--- src/sv/hsv2rgb_pkg.sv ---
`timescale 1ns / 1ps

package hsv2rgb_pkg;

	localparam int HUE_FRAC_BITS = 6;
	localparam int FRACTION_BITS = 8;

	localparam int HUE_W  = 15;
	localparam int FRAC_W = 9;
	localparam int CHAN_W = 8;
	localparam int IN_TDATA_W  = 48;
	localparam int OUT_TDATA_W = 32;

	localparam int ONE_UNIT    = 1 << FRACTION_BITS;
	localparam int SECTOR_SPAN = 60 << HUE_FRAC_BITS;
	localparam int SPAN_W      = $clog2(SECTOR_SPAN + 1);
	localparam int T_W         = $clog2(2 * SECTOR_SPAN);
	localparam int MAX_WRAPS   = ((1 << HUE_W) - 1) / (2 * SECTOR_SPAN);
	localparam int LAST_SECTOR = 5;

	localparam int INNER_W  = $clog2(ONE_UNIT * SECTOR_SPAN + 1);
	localparam int PROD_W   = INNER_W + FRAC_W;
	localparam int SCALED_W = PROD_W + 5;
	localparam int OUT_SHIFT = 2 * FRACTION_BITS + HUE_FRAC_BITS + 2;
	localparam int CHAN_MAX  = (1 << CHAN_W) - 1;

	typedef enum logic [2:0] {
		SEC_R_Y = 3'd0,
		SEC_Y_G = 3'd1,
		SEC_G_C = 3'd2,
		SEC_C_B = 3'd3,
		SEC_B_M = 3'd4,
		SEC_M_R = 3'd5
	} sector_t;

	typedef logic [CHAN_W-1:0] chan_t;

	// 255 / (60 * 2^(2F+H)) reduces to 17 / 2^(2F+H+2)
	function automatic chan_t chan_scale(input logic [PROD_W-1:0] prod);
		logic [SCALED_W-1:0] scaled;
		logic [SCALED_W-1:0] shr;
		scaled = (SCALED_W'(prod) << 4) + SCALED_W'(prod);
		shr = scaled >> OUT_SHIFT;
		if (shr > SCALED_W'(CHAN_MAX)) begin
			chan_scale = CHAN_W'(CHAN_MAX);
		end else begin
			chan_scale = shr[CHAN_W-1:0];
		end
	endfunction

endpackage

--- src/sv/hsv_to_rgb_converter.sv ---
`timescale 1ns / 1ps

// hsv to rgb pixel converter
// slave channel s_axis_*: one pixel per transaction, tdata holds
//   hue [14:0] (1/64 degree), saturation [23:15] and value [32:24] (256 = 1.0),
//   alpha [40:33], zero padded to 48 bits
// master channel m_axis_*: one rgb pixel per transaction, tdata holds
//   red [7:0], green [15:8], blue [23:16], alpha [31:24]
// six register stages: hue folding and clamps, distance to sector center,
// chroma terms, value products, channel scaling, sector select into the
// output register
// throughput is one pixel per cycle while the receiver keeps accepting, set by the fully pipelined multipliers
// each stage has its own valid bit and advances when the next stage is empty
// or advancing, so bubbles are squeezed out and a stalled receiver only
// blocks input once all six stages hold pixels
// reset empties every stage; no pixel is lost or repeated under stalls
// saturation and value above 256 are clamped to 256, hue at or beyond
// 360 degrees lands in the last sector
module hsv_to_rgb_converter
	import hsv2rgb_pkg::*;
(
	input  logic                   clk,
	input  logic                   arst_n,
	input  logic                   s_axis_tvalid,
	output logic                   s_axis_tready,
	// hue, saturation, brightness_value, alpha_in, zero pad
	input  logic [IN_TDATA_W-1:0]  s_axis_tdata,
	output logic                   m_axis_tvalid,
	input  logic                   m_axis_tready,
	// red, green, blue, alpha_out
	output logic [OUT_TDATA_W-1:0] m_axis_tdata
);

	logic [HUE_W-1:0]  hue_in;
	logic [FRAC_W-1:0] sat_in;
	logic [FRAC_W-1:0] val_in;
	chan_t             alpha_in;

	logic en1, en2, en3, en4, en5, en6;
	logic vld_s1, vld_s2, vld_s3, vld_s4, vld_s5, vld_s6;

	logic [FRAC_W-1:0] sat_s1, sat_s2;
	logic [FRAC_W-1:0] val_s1, val_s2, val_s3;
	logic [T_W-1:0]    t_s1;
	logic [SPAN_W-1:0] kx_s2;
	logic [INNER_W-1:0] inx_s3, in0_s3;
	logic [PROD_W-1:0]  pc_s4, px_s4, p0_s4;
	chan_t cc_s5, cx_s5, c0_s5;
	sector_t sec_s1, sec_s2, sec_s3, sec_s4, sec_s5;
	chan_t alpha_s1, alpha_s2, alpha_s3, alpha_s4, alpha_s5;
	chan_t red_s6, green_s6, blue_s6, alpha_s6;

	logic [HUE_W-1:0]  t_full;
	sector_t           sec_d;
	logic [FRAC_W-1:0] sat_d, val_d;
	logic [T_W-1:0]    center_dist;
	logic [FRAC_W-1:0] sat_inv;
	chan_t             red_d, green_d, blue_d;

	assign hue_in   = s_axis_tdata[HUE_W-1:0];
	assign sat_in   = s_axis_tdata[HUE_W+FRAC_W-1:HUE_W];
	assign val_in   = s_axis_tdata[HUE_W+2*FRAC_W-1:HUE_W+FRAC_W];
	assign alpha_in = s_axis_tdata[HUE_W+2*FRAC_W+CHAN_W-1:HUE_W+2*FRAC_W];

	// stage advance chain
	assign en6 = !vld_s6 || m_axis_tready;
	assign en5 = !vld_s5 || en6;
	assign en4 = !vld_s4 || en5;
	assign en3 = !vld_s3 || en4;
	assign en2 = !vld_s2 || en3;
	assign en1 = !vld_s1 || en2;
	assign s_axis_tready = en1;

	always_ff @(posedge clk or negedge arst_n) begin
		if (!arst_n) begin
			vld_s1 <= 1'b0;
			vld_s2 <= 1'b0;
			vld_s3 <= 1'b0;
			vld_s4 <= 1'b0;
			vld_s5 <= 1'b0;
			vld_s6 <= 1'b0;
		end else begin
			if (en1) vld_s1 <= s_axis_tvalid;
			if (en2) vld_s2 <= vld_s1;
			if (en3) vld_s3 <= vld_s2;
			if (en4) vld_s4 <= vld_s3;
			if (en5) vld_s5 <= vld_s4;
			if (en6) vld_s6 <= vld_s5;
		end
	end

	// stage 1: hue mod two sectors, sector index, clamps
	always_comb begin
		t_full = hue_in;
		for (int j = 1; j <= MAX_WRAPS; j++) begin
			if (hue_in >= HUE_W'(j * 2 * SECTOR_SPAN)) begin
				t_full = hue_in - HUE_W'(j * 2 * SECTOR_SPAN);
			end
		end
		sec_d = SEC_R_Y;
		for (int i = 1; i <= LAST_SECTOR; i++) begin
			if (hue_in >= HUE_W'(i * SECTOR_SPAN)) begin
				sec_d = sector_t'(3'(i));
			end
		end
		sat_d = (sat_in > FRAC_W'(ONE_UNIT)) ? FRAC_W'(ONE_UNIT) : sat_in;
		val_d = (val_in > FRAC_W'(ONE_UNIT)) ? FRAC_W'(ONE_UNIT) : val_in;
	end

	always_ff @(posedge clk) begin
		if (en1) begin
			t_s1     <= t_full[T_W-1:0];
			sec_s1   <= sec_d;
			sat_s1   <= sat_d;
			val_s1   <= val_d;
			alpha_s1 <= alpha_in;
		end
	end

	// stage 2: weight of the secondary component
	assign center_dist = (t_s1 >= T_W'(SECTOR_SPAN)) ? t_s1 - T_W'(SECTOR_SPAN)
	                                                 : T_W'(SECTOR_SPAN) - t_s1;

	always_ff @(posedge clk) begin
		if (en2) begin
			kx_s2    <= SPAN_W'(T_W'(SECTOR_SPAN) - center_dist);
			sec_s2   <= sec_s1;
			sat_s2   <= sat_s1;
			val_s2   <= val_s1;
			alpha_s2 <= alpha_s1;
		end
	end

	// stage 3: s*k + (1-s)*span for the secondary and the zero channel
	assign sat_inv = FRAC_W'(ONE_UNIT) - sat_s2;

	always_ff @(posedge clk) begin
		if (en3) begin
			inx_s3   <= INNER_W'(sat_s2) * INNER_W'(kx_s2)
			          + INNER_W'(sat_inv) * INNER_W'(SECTOR_SPAN);
			in0_s3   <= INNER_W'(sat_inv) * INNER_W'(SECTOR_SPAN);
			sec_s3   <= sec_s2;
			val_s3   <= val_s2;
			alpha_s3 <= alpha_s2;
		end
	end

	// stage 4: times value
	always_ff @(posedge clk) begin
		if (en4) begin
			pc_s4    <= PROD_W'(val_s3) * PROD_W'(ONE_UNIT * SECTOR_SPAN);
			px_s4    <= PROD_W'(val_s3) * PROD_W'(inx_s3);
			p0_s4    <= PROD_W'(val_s3) * PROD_W'(in0_s3);
			sec_s4   <= sec_s3;
			alpha_s4 <= alpha_s3;
		end
	end

	// stage 5: scale to 0..255
	always_ff @(posedge clk) begin
		if (en5) begin
			cc_s5    <= chan_scale(pc_s4);
			cx_s5    <= chan_scale(px_s4);
			c0_s5    <= chan_scale(p0_s4);
			sec_s5   <= sec_s4;
			alpha_s5 <= alpha_s4;
		end
	end

	// stage 6: sector select
	always_comb begin
		unique case (sec_s5)
			SEC_R_Y: begin
				red_d = cc_s5; green_d = cx_s5; blue_d = c0_s5;
			end
			SEC_Y_G: begin
				red_d = cx_s5; green_d = cc_s5; blue_d = c0_s5;
			end
			SEC_G_C: begin
				red_d = c0_s5; green_d = cc_s5; blue_d = cx_s5;
			end
			SEC_C_B: begin
				red_d = c0_s5; green_d = cx_s5; blue_d = cc_s5;
			end
			SEC_B_M: begin
				red_d = cx_s5; green_d = c0_s5; blue_d = cc_s5;
			end
			default: begin
				red_d = cc_s5; green_d = c0_s5; blue_d = cx_s5;
			end
		endcase
	end

	always_ff @(posedge clk) begin
		if (en6) begin
			red_s6   <= red_d;
			green_s6 <= green_d;
			blue_s6  <= blue_d;
			alpha_s6 <= alpha_s5;
		end
	end

	assign m_axis_tvalid = vld_s6;
	assign m_axis_tdata  = {alpha_s6, blue_s6, green_s6, red_s6};

`ifndef SYNTHESIS
	a_order: assert property (@(posedge clk) disable iff (!arst_n)
		vld_s5 |-> (cc_s5 >= cx_s5) && (cx_s5 >= c0_s5))
		else $error("channel ordering broken");

	a_kx_range: assert property (@(posedge clk) disable iff (!arst_n)
		vld_s2 |-> kx_s2 <= SPAN_W'(SECTOR_SPAN))
		else $error("secondary weight out of range");

	a_full_stall: assert property (@(posedge clk) disable iff (!arst_n)
		!s_axis_tready |-> vld_s1 && vld_s2 && vld_s3 && vld_s4 && vld_s5
		                   && vld_s6 && !m_axis_tready)
		else $error("input blocked while pipeline has room");

	a_hold_s5: assert property (@(posedge clk) disable iff (!arst_n)
		vld_s5 && !en6 |=> vld_s5 && $stable(cx_s5) && $stable(sec_s5))
		else $error("stage 5 lost data under stall");
`endif

endmodule
--- config.mk ---
export PLATFORM = sky130hd
export DESIGN_NAME = hsv_to_rgb_converter
export DESIGN_NICKNAME = d
export VERILOG_FILES = /design/src/sv/hsv2rgb_pkg.sv /design/src/sv/hsv_to_rgb_converter.sv
export SDC_FILE = /design/constraint.sdc
export NUM_CORES = 1
export LEC_CHECK = 0
export BUFFER_PORTS_ARGS = -buffer_cell sky130_fd_sc_hd__clkbuf_2
export CAP_MARGIN = 40
export CORE_MARGIN = 2
export CORE_UTILIZATION = 50
export DETAILED_ROUTE_END_ITERATION = 8
export GPL_TIMING_DRIVEN = 1
export PLACE_DENSITY = 0.66
export SLEW_MARGIN = 40
export SYNTH_ARGS = -nofsm -noshare
export SYNTH_HDL_FRONTEND = slang
export SYNTH_SLANG_ARGS = --single-unit
--- constraint.sdc ---
create_clock -name clk -period 6.3 [get_ports clk]
set_input_delay 0.315 -clock clk [delete_from_list [all_inputs] [get_ports clk]]
set_output_delay 0.315 -clock clk [all_outputs]
set_load 0.03 [all_outputs]
==> metrics, run 1 <==
drt first-iter violations=a little over 1000; Std-Cell Rows=83; Synth top area share=between 30% and 40%; Worst Reg-to-Reg Cells=18; IO Pins=86; top-count cell post-synth=inv_1; worst slew pin tran=between 700 and 800 ps; Worst EP arrival=about 6000 ps; die area=roughly 54000 um^2; WHS Path Cells=2; worst path required time=between 6000 and 7000 ps; Post-CTS Resized=0; Distinct cells, synth=72; CTS tree=built; RSZ-0062 raised after global routing=no; vias per cell=a little over 5; Ant. Diodes=0; # fillers=about 4400; initial core utilization=~51%; Inserted Clock Buffers=31; Final TNS setup=0 ps; reg-to-reg slack, setup=about 500 ps; Clock Latency Late Sink=around 580 ps; crit path kind=register to register; Register Area=roughly 8400 um^2; Primary FF master, synth=edfxtp_1; Remaining DRCs=0; max_cap viols=0; antenna violations before repair=0; CTS Sinks=between 200 and 300; CTS Buffer Depth=3; sequential share of the synthesized area=32.4%; syn avg cell area=around 10 um^2; RePlAce Congestion=slightly below 0.9; largest net degree at the start of global routing=76; synthesis-to-finish area growth=9.51%; FF+latch count, synth=roughly 280; Multi-input gate area=between 15000 and 20000 um^2; Synth area leader=edfxtp_1; dpl cells=~3200; Worst R2R Start=sat_s2[2]; Final Hold Fails=0; outcome=finished, final reports clean; routed len/inst=between 15 and 20 um; layout cell share with drive strength beyond 1=~7.0%; Worst Setup Start Kind=register; FF-to-FF End=inx_s3[19]; number of global-route vias before repair=17983; total track usage=roughly a fifth; top cells by count, synth=inv_1, fa_1, nand2_1; Die Span Y=around 230 um; Antenna Nets Post-Route=0; mapped cell area=26000 um^2; Hold Path Class=input port to register; fin. max-slew vios=0; clock-pin transition on the worst setup and hold timing paths=~70 ps; Yosys warning total=0; nets=between 3000 and 4000; Tmin final=~5800 ps; Rel. slew slack=slightly below 50%; FMAX=roughly 0.17 GHz; ys async rst share=about 2.1%; Placeable Area=51400 um^2; WL final=around 50000 um; Synth Instances=around 2500; IO Port Bufs=a little under 80; vias=16951; Layout Cells excl Fill=~3300; H-tree depth=1; min-delay src=s_axis_tdata[18]; DP HPWL=about 40000 um; Crit Path Max Fanout=17; number of synthesized flops with an enable pin=276; top cells by area, synth=edfxtp_1, fa_1, ha_1, inv_1, and2_1; final setup vio count=0; postcts setup bufs=0; hold endpoint=sat_s1[3]; Fin Clk Skew=about 35 ps; syn_nets=about 3100; Setup crit end kind=register; CTS Root Cell=clkbuf_16; Remaining Overflow, GRT=0; first-pass GRT wire length=roughly 87000 um; hold buffers post-CTS=20; period utilisation layout=around nine tenths; die width=between 200 and 250 um; DR pass1 iterations=5
==> worst max-delay path: stages, from the launching register on <==
cell and delay (ps):
edfxtp_1 780, nand2_1 170, fa_1 560, inv_1 50, fa_1 540, fa_1 440, fa_1 540, inv_1 50
fa_1 500, inv_1 40, ha_1 340, or3_1 350, o21ai_0 80, a21oi_1 90, a211o_1 310, a21o_1 190
a21oi_1 210, o21ai_0 140, xnor2_1 140
==> state kept, by name, indices dropped and copies added (netlist names), 12 cells and up <==
signal / flops
p0_s4: 21
kx_s2: 12
px_s4: 29
t_s1: 13
pc_s4: 13
in0_s3: 12
inx_s3: 20
==> worst max-delay path by stage <==
stage,startpoint,endpoint,slack (ps),depth (start not counted)
2_1_floorplan,sat_s2[0],inx_s3[19],730,20
4_1_cts,sat_s2[2],inx_s3[19],510,19
6_report,sat_s2[2],inx_s3[19],510,18
5_1_grt,sat_s2[2],inx_s3[19],150,18
3_3_place_gp,sat_s2[2],inx_s3[19],640,18
3_5_place_dp,sat_s2[2],inx_s3[19],550,18
==> logic make-up (layout without fill, tap and decap cells) <==
logic type,after synthesis,in the layout,share of synthesized area (%)
xor+xnor,112,112,3.77
mux,14,14,0.548
buf+inv,502,603,7.27
fa+ha+maj,526,526,33.9
simple gates,717,717,13.8
flops,282,282,32.4
compound gates,327,327,8.24
==> final cells by class <==
class	count	share of cell area [%]
clock buffer	38	2.92
tap	680	2.99
inverter	425	5.61
timing repair buffer	120	2.70
sequential	282	29.6
multi-input combinational	1696	55.2
clock inverter	20	0.931
==> cell usage in the layout, fill, tap and decap left out, types with 31 or more instances in the layout <==
| cell type | netlist | layout |
|---|---|---|
| clkbuf_16 | 0 | 31 |
| clkbuf_2 | 0 | 78 |
| nand2_1 | 278 | 277 |
| and2_1 | 213 | 213 |
| edfxtp_1 | 276 | 276 |
| xor2_1 | 43 | 42 |
| o21ai_0 | 72 | 72 |
| inv_1 | 425 | 424 |
| nor2_1 | 79 | 79 |
| fa_1 | 301 | 301 |
| ha_1 | 222 | 222 |
| xnor2_1 | 69 | 69 |
| a21oi_1 | 85 | 85 |
| nor2b_1 | 35 | 35 |
==> metrics by stage <==
stage / worst slack, ps / instance area (um^2) / hold slack (ps) / utilization, %
after CTS: 514 / 28500 / 6.86 / 55.4
after global placement: 641 / 27100 / 149 / 52.8
final: 511 / 28500 / 35.0 / 55.4
after detailed placement: 548 / 27200 / 168 / 52.9
after floorplan: 730 / 26000 / 19.4 / -
after global routing: 148 / 28500 / 27.2 / 55.4
==> routing by layer <==
metal	track usage, %	part of all wire, %
met1	25.3	44
met2	35.0	50
met3	2.12	3.4
met4	5.51	2.9
met5	0	0
Power of run 1 is not shown: default switching activity piles up to over one toggle a cycle in this logic, so the estimate is an artifact.
==> inputs of run 2 (changes only) <==
ABC_AREA = 1   (was not set)
SETUP_SLACK_MARGIN = 0.4   (was not set)
==> metrics, run 2 <==
CTS tree=built; clock-pin transition on the worst setup and hold timing paths=60 ps (about the same); Min Hold Slack=52.9 ps (+17.8 ps); worst slew pin tran=817 ps (+41.0 ps); IO Port Bufs=78 (unchanged); syn_nets=3834 (+25%); post-synthesis simple-gate area fraction=16.8% (+3.0 points); Synth Instances=3259 (+31%); syn avg cell area=8.63 um^2 (-18%); Fin Clk Skew=31.3 ps (-3.38 ps); number of global-route vias before repair=22216 (+24%); hold endpoint=t_s1[8]; vias per cell=5.03 (-3.1%); largest net degree at the start of global routing=64 (-16%); Antenna Nets Post-Route=0 (unchanged); final setup vio count=0 (unchanged); Std-Cell Rows=86 (+3.6%); CP Cell Sequence=inv_1 > ha_1 > nand4_1 > xor2_2 > xor2_1 > inv_1 > ha_1 > inv_1 > fa_1 > inv_1 > ha_1 > inv_1 > o311ai_0 > xor2_1 > inv_1 > fa_1 > inv_1 > ha_1 > nand2_1 > nor2_1 > nand4_1 > o21ai_0 > nand3b_1 > nand2_1; worst path required time=6610 ps (about the same); Setup crit end kind=register; leading cell type in the layout, fill and taps excluded=inv_1; CTS Buffer Depth=3 (unchanged); Critical-path top delay cell=fa_1; die area=58100 um^2 (+7.9%); Placeable Area=55300 um^2 (+7.6%); Worst Setup Start Kind=register; layout cell share with drive strength beyond 1=6.72% (-0.29 points); nets=3929 (+25%); Tmin final=5470 ps (-318 ps); synthesis-to-finish area growth=9.86%; first-pass GRT wire length=105000 um (+21%); routed len/inst=14.8 um (-5.2%); commonest non-fill, non-tap cells in the layout=inv_1, nand2_1, fa_1; biggest regs=px_s4 x29, p0_s4 x21, inx_s3 x20; Crit Path Max Fanout=6 (-11); Die Span Y=241 um (+3.9%); reg-to-reg slack, setup=830 ps (+320 ps); ys async rst share=2.13% (unchanged); RePlAce Congestion=0.886 (+2.5%); Final Hold Fails=0 (unchanged); initial core utilization=50.8% (+0.20 points); FMAX=0.183 GHz (+5.8%); top cells by count, synth=inv_1, nand2_1, fa_1; die width=241 um (+3.9%); DP HPWL=49900 um (+24%); mapped cell area=28100 um^2 (+8.0%); Synth top area share=29.5% (-2.4 points); main combinational cell family by area after synthesis=adder cells; FF+latch count, synth=282 (unchanged); Inserted Clock Buffers=36 (+16%); vias=20772 (+23%); total track usage=22.2% (+2.6 points); Yosys warning total=0 (unchanged); CTS Root Cell=clkbuf_16; multiplexer area fraction after synthesis=0% (-0.55 points); Largest Register=px_s4; FF-to-FF End=inx_s3[19]; WHS Path Cells=1 (-1); period utilisation layout=86.8% (-5.0 points); top-count cell post-synth=inv_1; most frequent CP cell=inv_1; Final TNS setup=0 ps (unchanged); drt first-iter violations=1032 (+0.29%); Worst EP arrival=5780 ps (-320 ps); H-tree depth=2 (+1); Worst Reg-to-Reg Cells=24 (+6); xor/xnor cell area share of the yosys netlist=3.63% (-0.14 points); CP max stage delay=570 ps (-210 ps); sequential share of the synthesized area=30.0% (-2.4 points); Worst R2R Start=sat_s2[0]; Ant. Diodes=0 (unchanged); crit path kind=register to register; Rel. slew slack=45.6% (-2.7 points); area share of fa/ha/maj cells after synthesis=31.3% (-2.6 points); Remaining DRCs=0 (unchanged); max_cap viols=0 (unchanged); max reg flops=29 (unchanged); number of synthesized flops with an enable pin=276 (unchanged); post-synthesis compound-gate area fraction=6.14% (-2.1 points); Synth area leader=edfxtp_1; DR pass1 iterations=6 (+1); outcome=finished, final reports clean; IO Pins=86 (unchanged); CTS Sinks=282 (unchanged); fin. max-slew vios=0 (unchanged); RSZ-0062 raised after global routing=no; Distinct cells, synth=55 (-24%); Clock Latency Late Sink=550 ps (-30 ps); Hold Path Class=input port to register; Remaining Overflow, GRT=0 (unchanged); min-delay src=s_axis_tdata[8]; Primary FF master, synth=edfxtp_1; WL final=61300 um (+20%); antenna violations before repair=1 (+1); top cells by area, synth=edfxtp_1, fa_1, inv_1, nand2_1, ha_1
==> run 2: cell count changes after synthesis, moves of 45 or more <==
cell     before  now
nand2_1     278  804
inv_1       425  812
and2_1      213    3
nand3_1      15   87
nor2_1       79  147
a21oi_1      85  130
==> run 2: routing by layer <==
layer / track usage [%] / part of all wire, % / up-vias
met5: 0 / 0 / -
met4: 7.50 / 3.0 / 0
met3: 3.33 / 3.7 / 106
met2: 40.6 / 50 / 429
met1: 26.8 / 43 / 10041
li1: - / - / 10196
==> run 2: what timing repair did <==
action                     4_1_cts  5_1_grt
setup endpoints to repair        0        2
hold buffers                    20        0
resized for setup                0        2
buffers inserted                 0        6
hold endpoints to repair        25        0
==> run 2: logic make-up after synthesis <==
| group | after synthesis |
|---|---|
| buf+inv | 905 |
| xor+xnor | 110 |
| simple gates | 1147 |
| compound gates | 292 |
| fa+ha+maj | 523 |
| flops | 282 |
==> run 2: worst max path at each step <==
stage                     slack (ps)          end  cells after the start          start
after floorplan                  580  alpha_s2[0]                     11  m_axis_tvalid
after global placement           820   inx_s3[19]                     23      sat_s2[3]
after detailed placement         670   inx_s3[19]                     23      sat_s2[3]
after CTS                        620   inx_s3[19]                     23      sat_s2[3]
after global routing             420   inx_s3[19]                     26      sat_s2[0]
final                            830   inx_s3[19]                     24      sat_s2[0]
==> run 2: metrics by stage <==
step                      setup slack (ps)  instances  instance area [um^2]  util, %
after floorplan                        576       3259                 28100        -
after global placement                 815       4029                 29400     53.1
after detailed placement               666       4038                 29500     53.3
after CTS                              622       4120                 30800     55.7
after global routing                   416       4126                 30900     55.8
final                                  829       4126                 30900     55.8
==> run 2: area by class of cell <==
class	count	area (um^2)
fill	5008	24400
multi-input combinational	2072	16300
sequential	282	8440
inverter	815	3060
timing repair buffer	147	1000
tap	748	936
clock buffer	41	920
clock inverter	21	231
==> run 2: critical path, delay by kind of cell, from the launching register on <==
kind                       cells  cell delay, ps
AOI/OAI and AO/OA              2             610
xor gates and xnor gates       3             680
adders and majority gates      6            2230
buffers and inverters          7             500
DFF                            1             480
and+or+nand+nor                6             690
Power of run 2 is left out for the same reason.
==> inputs of run 3 (changes only) <==
PLACE_DENSITY = 0.76   (was 0.66)
==> metrics, run 3 (synthesized netlist as in run 2, its figures left out) <==
pre-CTS setup slack=764 ps (+98.4 ps); routed len/inst=13.8 um (-7.3%); Die Span Y=241 um (unchanged); Crit Path Max Fanout=4 (-2); Setup crit end kind=register; outcome=finished, final reports clean; max_cap viols=0 (unchanged); total track usage=20.3% (-1.9 points); synthesis-to-finish area growth=9.14%; CTS Buffer Depth=3 (unchanged); RSZ-0062 raised after global routing=no; number of global-route vias before repair=20622 (-7.2%); nets=3914 (-0.38%); RePlAce Congestion=0.912 (+2.9%); Ant. Diodes=0 (unchanged); commonest non-fill, non-tap cells in the layout=inv_1, nand2_1, fa_1; biggest regs=px_s4 x29, p0_s4 x21, inx_s3 x20; min-delay src=s_axis_tdata[0]; Worst R2R Start=sat_s2[1]; CTS Root Cell=clkbuf_16; Inserted Clock Buffers=34 (-5.6%); FMAX=0.182 GHz (-0.38%); Largest Register=px_s4; fin. max-slew vios=0 (unchanged); postcts setup bufs=0 (unchanged); CTS tree=built; CP Launch Point=sat_s2[1]; antenna violations before repair=0 (-1); worst path required time=6600 ps (about the same); Min Hold Slack=29.7 ps (-23.2 ps); Rel. slew slack=40.6% (-4.9 points); Placeable Area=55300 um^2 (unchanged); WL final=56600 um (-7.6%); period utilisation layout=87.2% (+0.33 points); Antenna Nets Post-Route=0 (unchanged); Tmin final=5490 ps (+20.8 ps); first-pass GRT wire length=96300 um (-8.0%); Fin Clk Skew=30.5 ps (-0.784 ps); vias per cell=5.00 (-0.60%); initial core utilization=50.8% (unchanged); max reg flops=29 (unchanged); DR pass1 iterations=6 (unchanged); H-tree depth=2 (unchanged); IO Port Bufs=78 (unchanged); largest net degree at the start of global routing=64 (unchanged); CTS Sinks=282 (unchanged); crit path kind=register to register; vias=20577 (-0.94%); die area=58100 um^2 (unchanged); DP HPWL=44700 um (-11%); final setup vio count=0 (unchanged); Remaining Overflow, GRT=0 (unchanged); fin worst setup slack=808 ps (-20.8 ps); Remaining DRCs=0 (unchanged); dpl cells=4031 (-0.17%); worst slew pin tran=890 ps (+73.8 ps); Std-Cell Rows=86 (unchanged); layout cell share with drive strength beyond 1=6.45% (-0.27 points); drt first-iter violations=1216 (+18%); Worst EP arrival=5800 ps (+20 ps); Worst Setup Start Kind=register; die width=241 um (unchanged); Hold Path Class=input port to register; leading cell type in the layout, fill and taps excluded=inv_1; Final Hold Fails=0 (unchanged); Clock Latency Late Sink=540 ps (about the same); Layout Cells excl Fill=4112 (-0.34%); IO Pins=86 (unchanged); Final TNS setup=0 ps (unchanged); clock-pin transition on the worst setup and hold timing paths=60 ps (about the same)
-- run 3: layer usage --
| metal | part of all wire [%] | track usage, % | vias to the layer above |
|---|---|---|---|
| met3 | 4.9 | 2.45 | 100 |
| met5 | 0 | 0 | - |
| met1 | 43 | 26.5 | 9803 |
| met4 | 2.3 | 5.85 | 0 |
| met2 | 50 | 35.6 | 491 |
| li1 | - | - | 10183 |
-- run 3: path summary, 6_finish.rpt --
path | to | slack (ps) | cells after the start
max | inx_s3[19] | 810 | 25
min reg2reg | val_s2[1] | 410 | 0
min in group asynchronous | vld_s4 | 180 | 2
max in group asynchronous | vld_s2 | 5940 | 2
min | t_s1[0] | 30 | 1
max reg2reg | inx_s3[19] | 810 | 25
-- run 3: final cells by class --
class,count,area [um^2]
fill,4862,24600
sequential,282,8440
timing repair buffer,134,888
tap,748,936
clock buffer,38,896
clock inverter,23,174
inverter,815,3060
multi-input combinational,2072,16300
-- run 3: stage by stage --
stage / utilization [%] / instance area [um^2]
finish: 55.5 / 30700
global route: 55.5 / 30700
CTS: 55.4 / 30700
detailed placement: 53.2 / 29400
global placement: 53.0 / 29300
floorplan: - / 28100
-- run 3: worst max-delay path: stages (launching register included) --
cell      delay, ps
edfxtp_1        400
inv_2            70
ha_1            250
xnor2_1         310
inv_1           150
nor2_1          170
inv_1           110
nand2_1          70
inv_1            60
fa_1            500
inv_1            60
fa_1            410
o21ai_1         290
a21oi_1         100
o21ai_0         210
xor2_1          200
inv_1            90
fa_1            540
inv_1            50
ha_1            340
nand2_1         110
nor2_1          150
nand4_1          80
o21ai_0         330
nand3b_1        160
nand2_1          50
-- run 3: repair_timing --
item                                   in CTS  in global routing
resized for setup                           0                  3
endpoints found under the hold margin      24                  0
hold buffers                               19                  0
setup endpoints to repair                   0                  1
Power of run 3 is left out for the same reason.
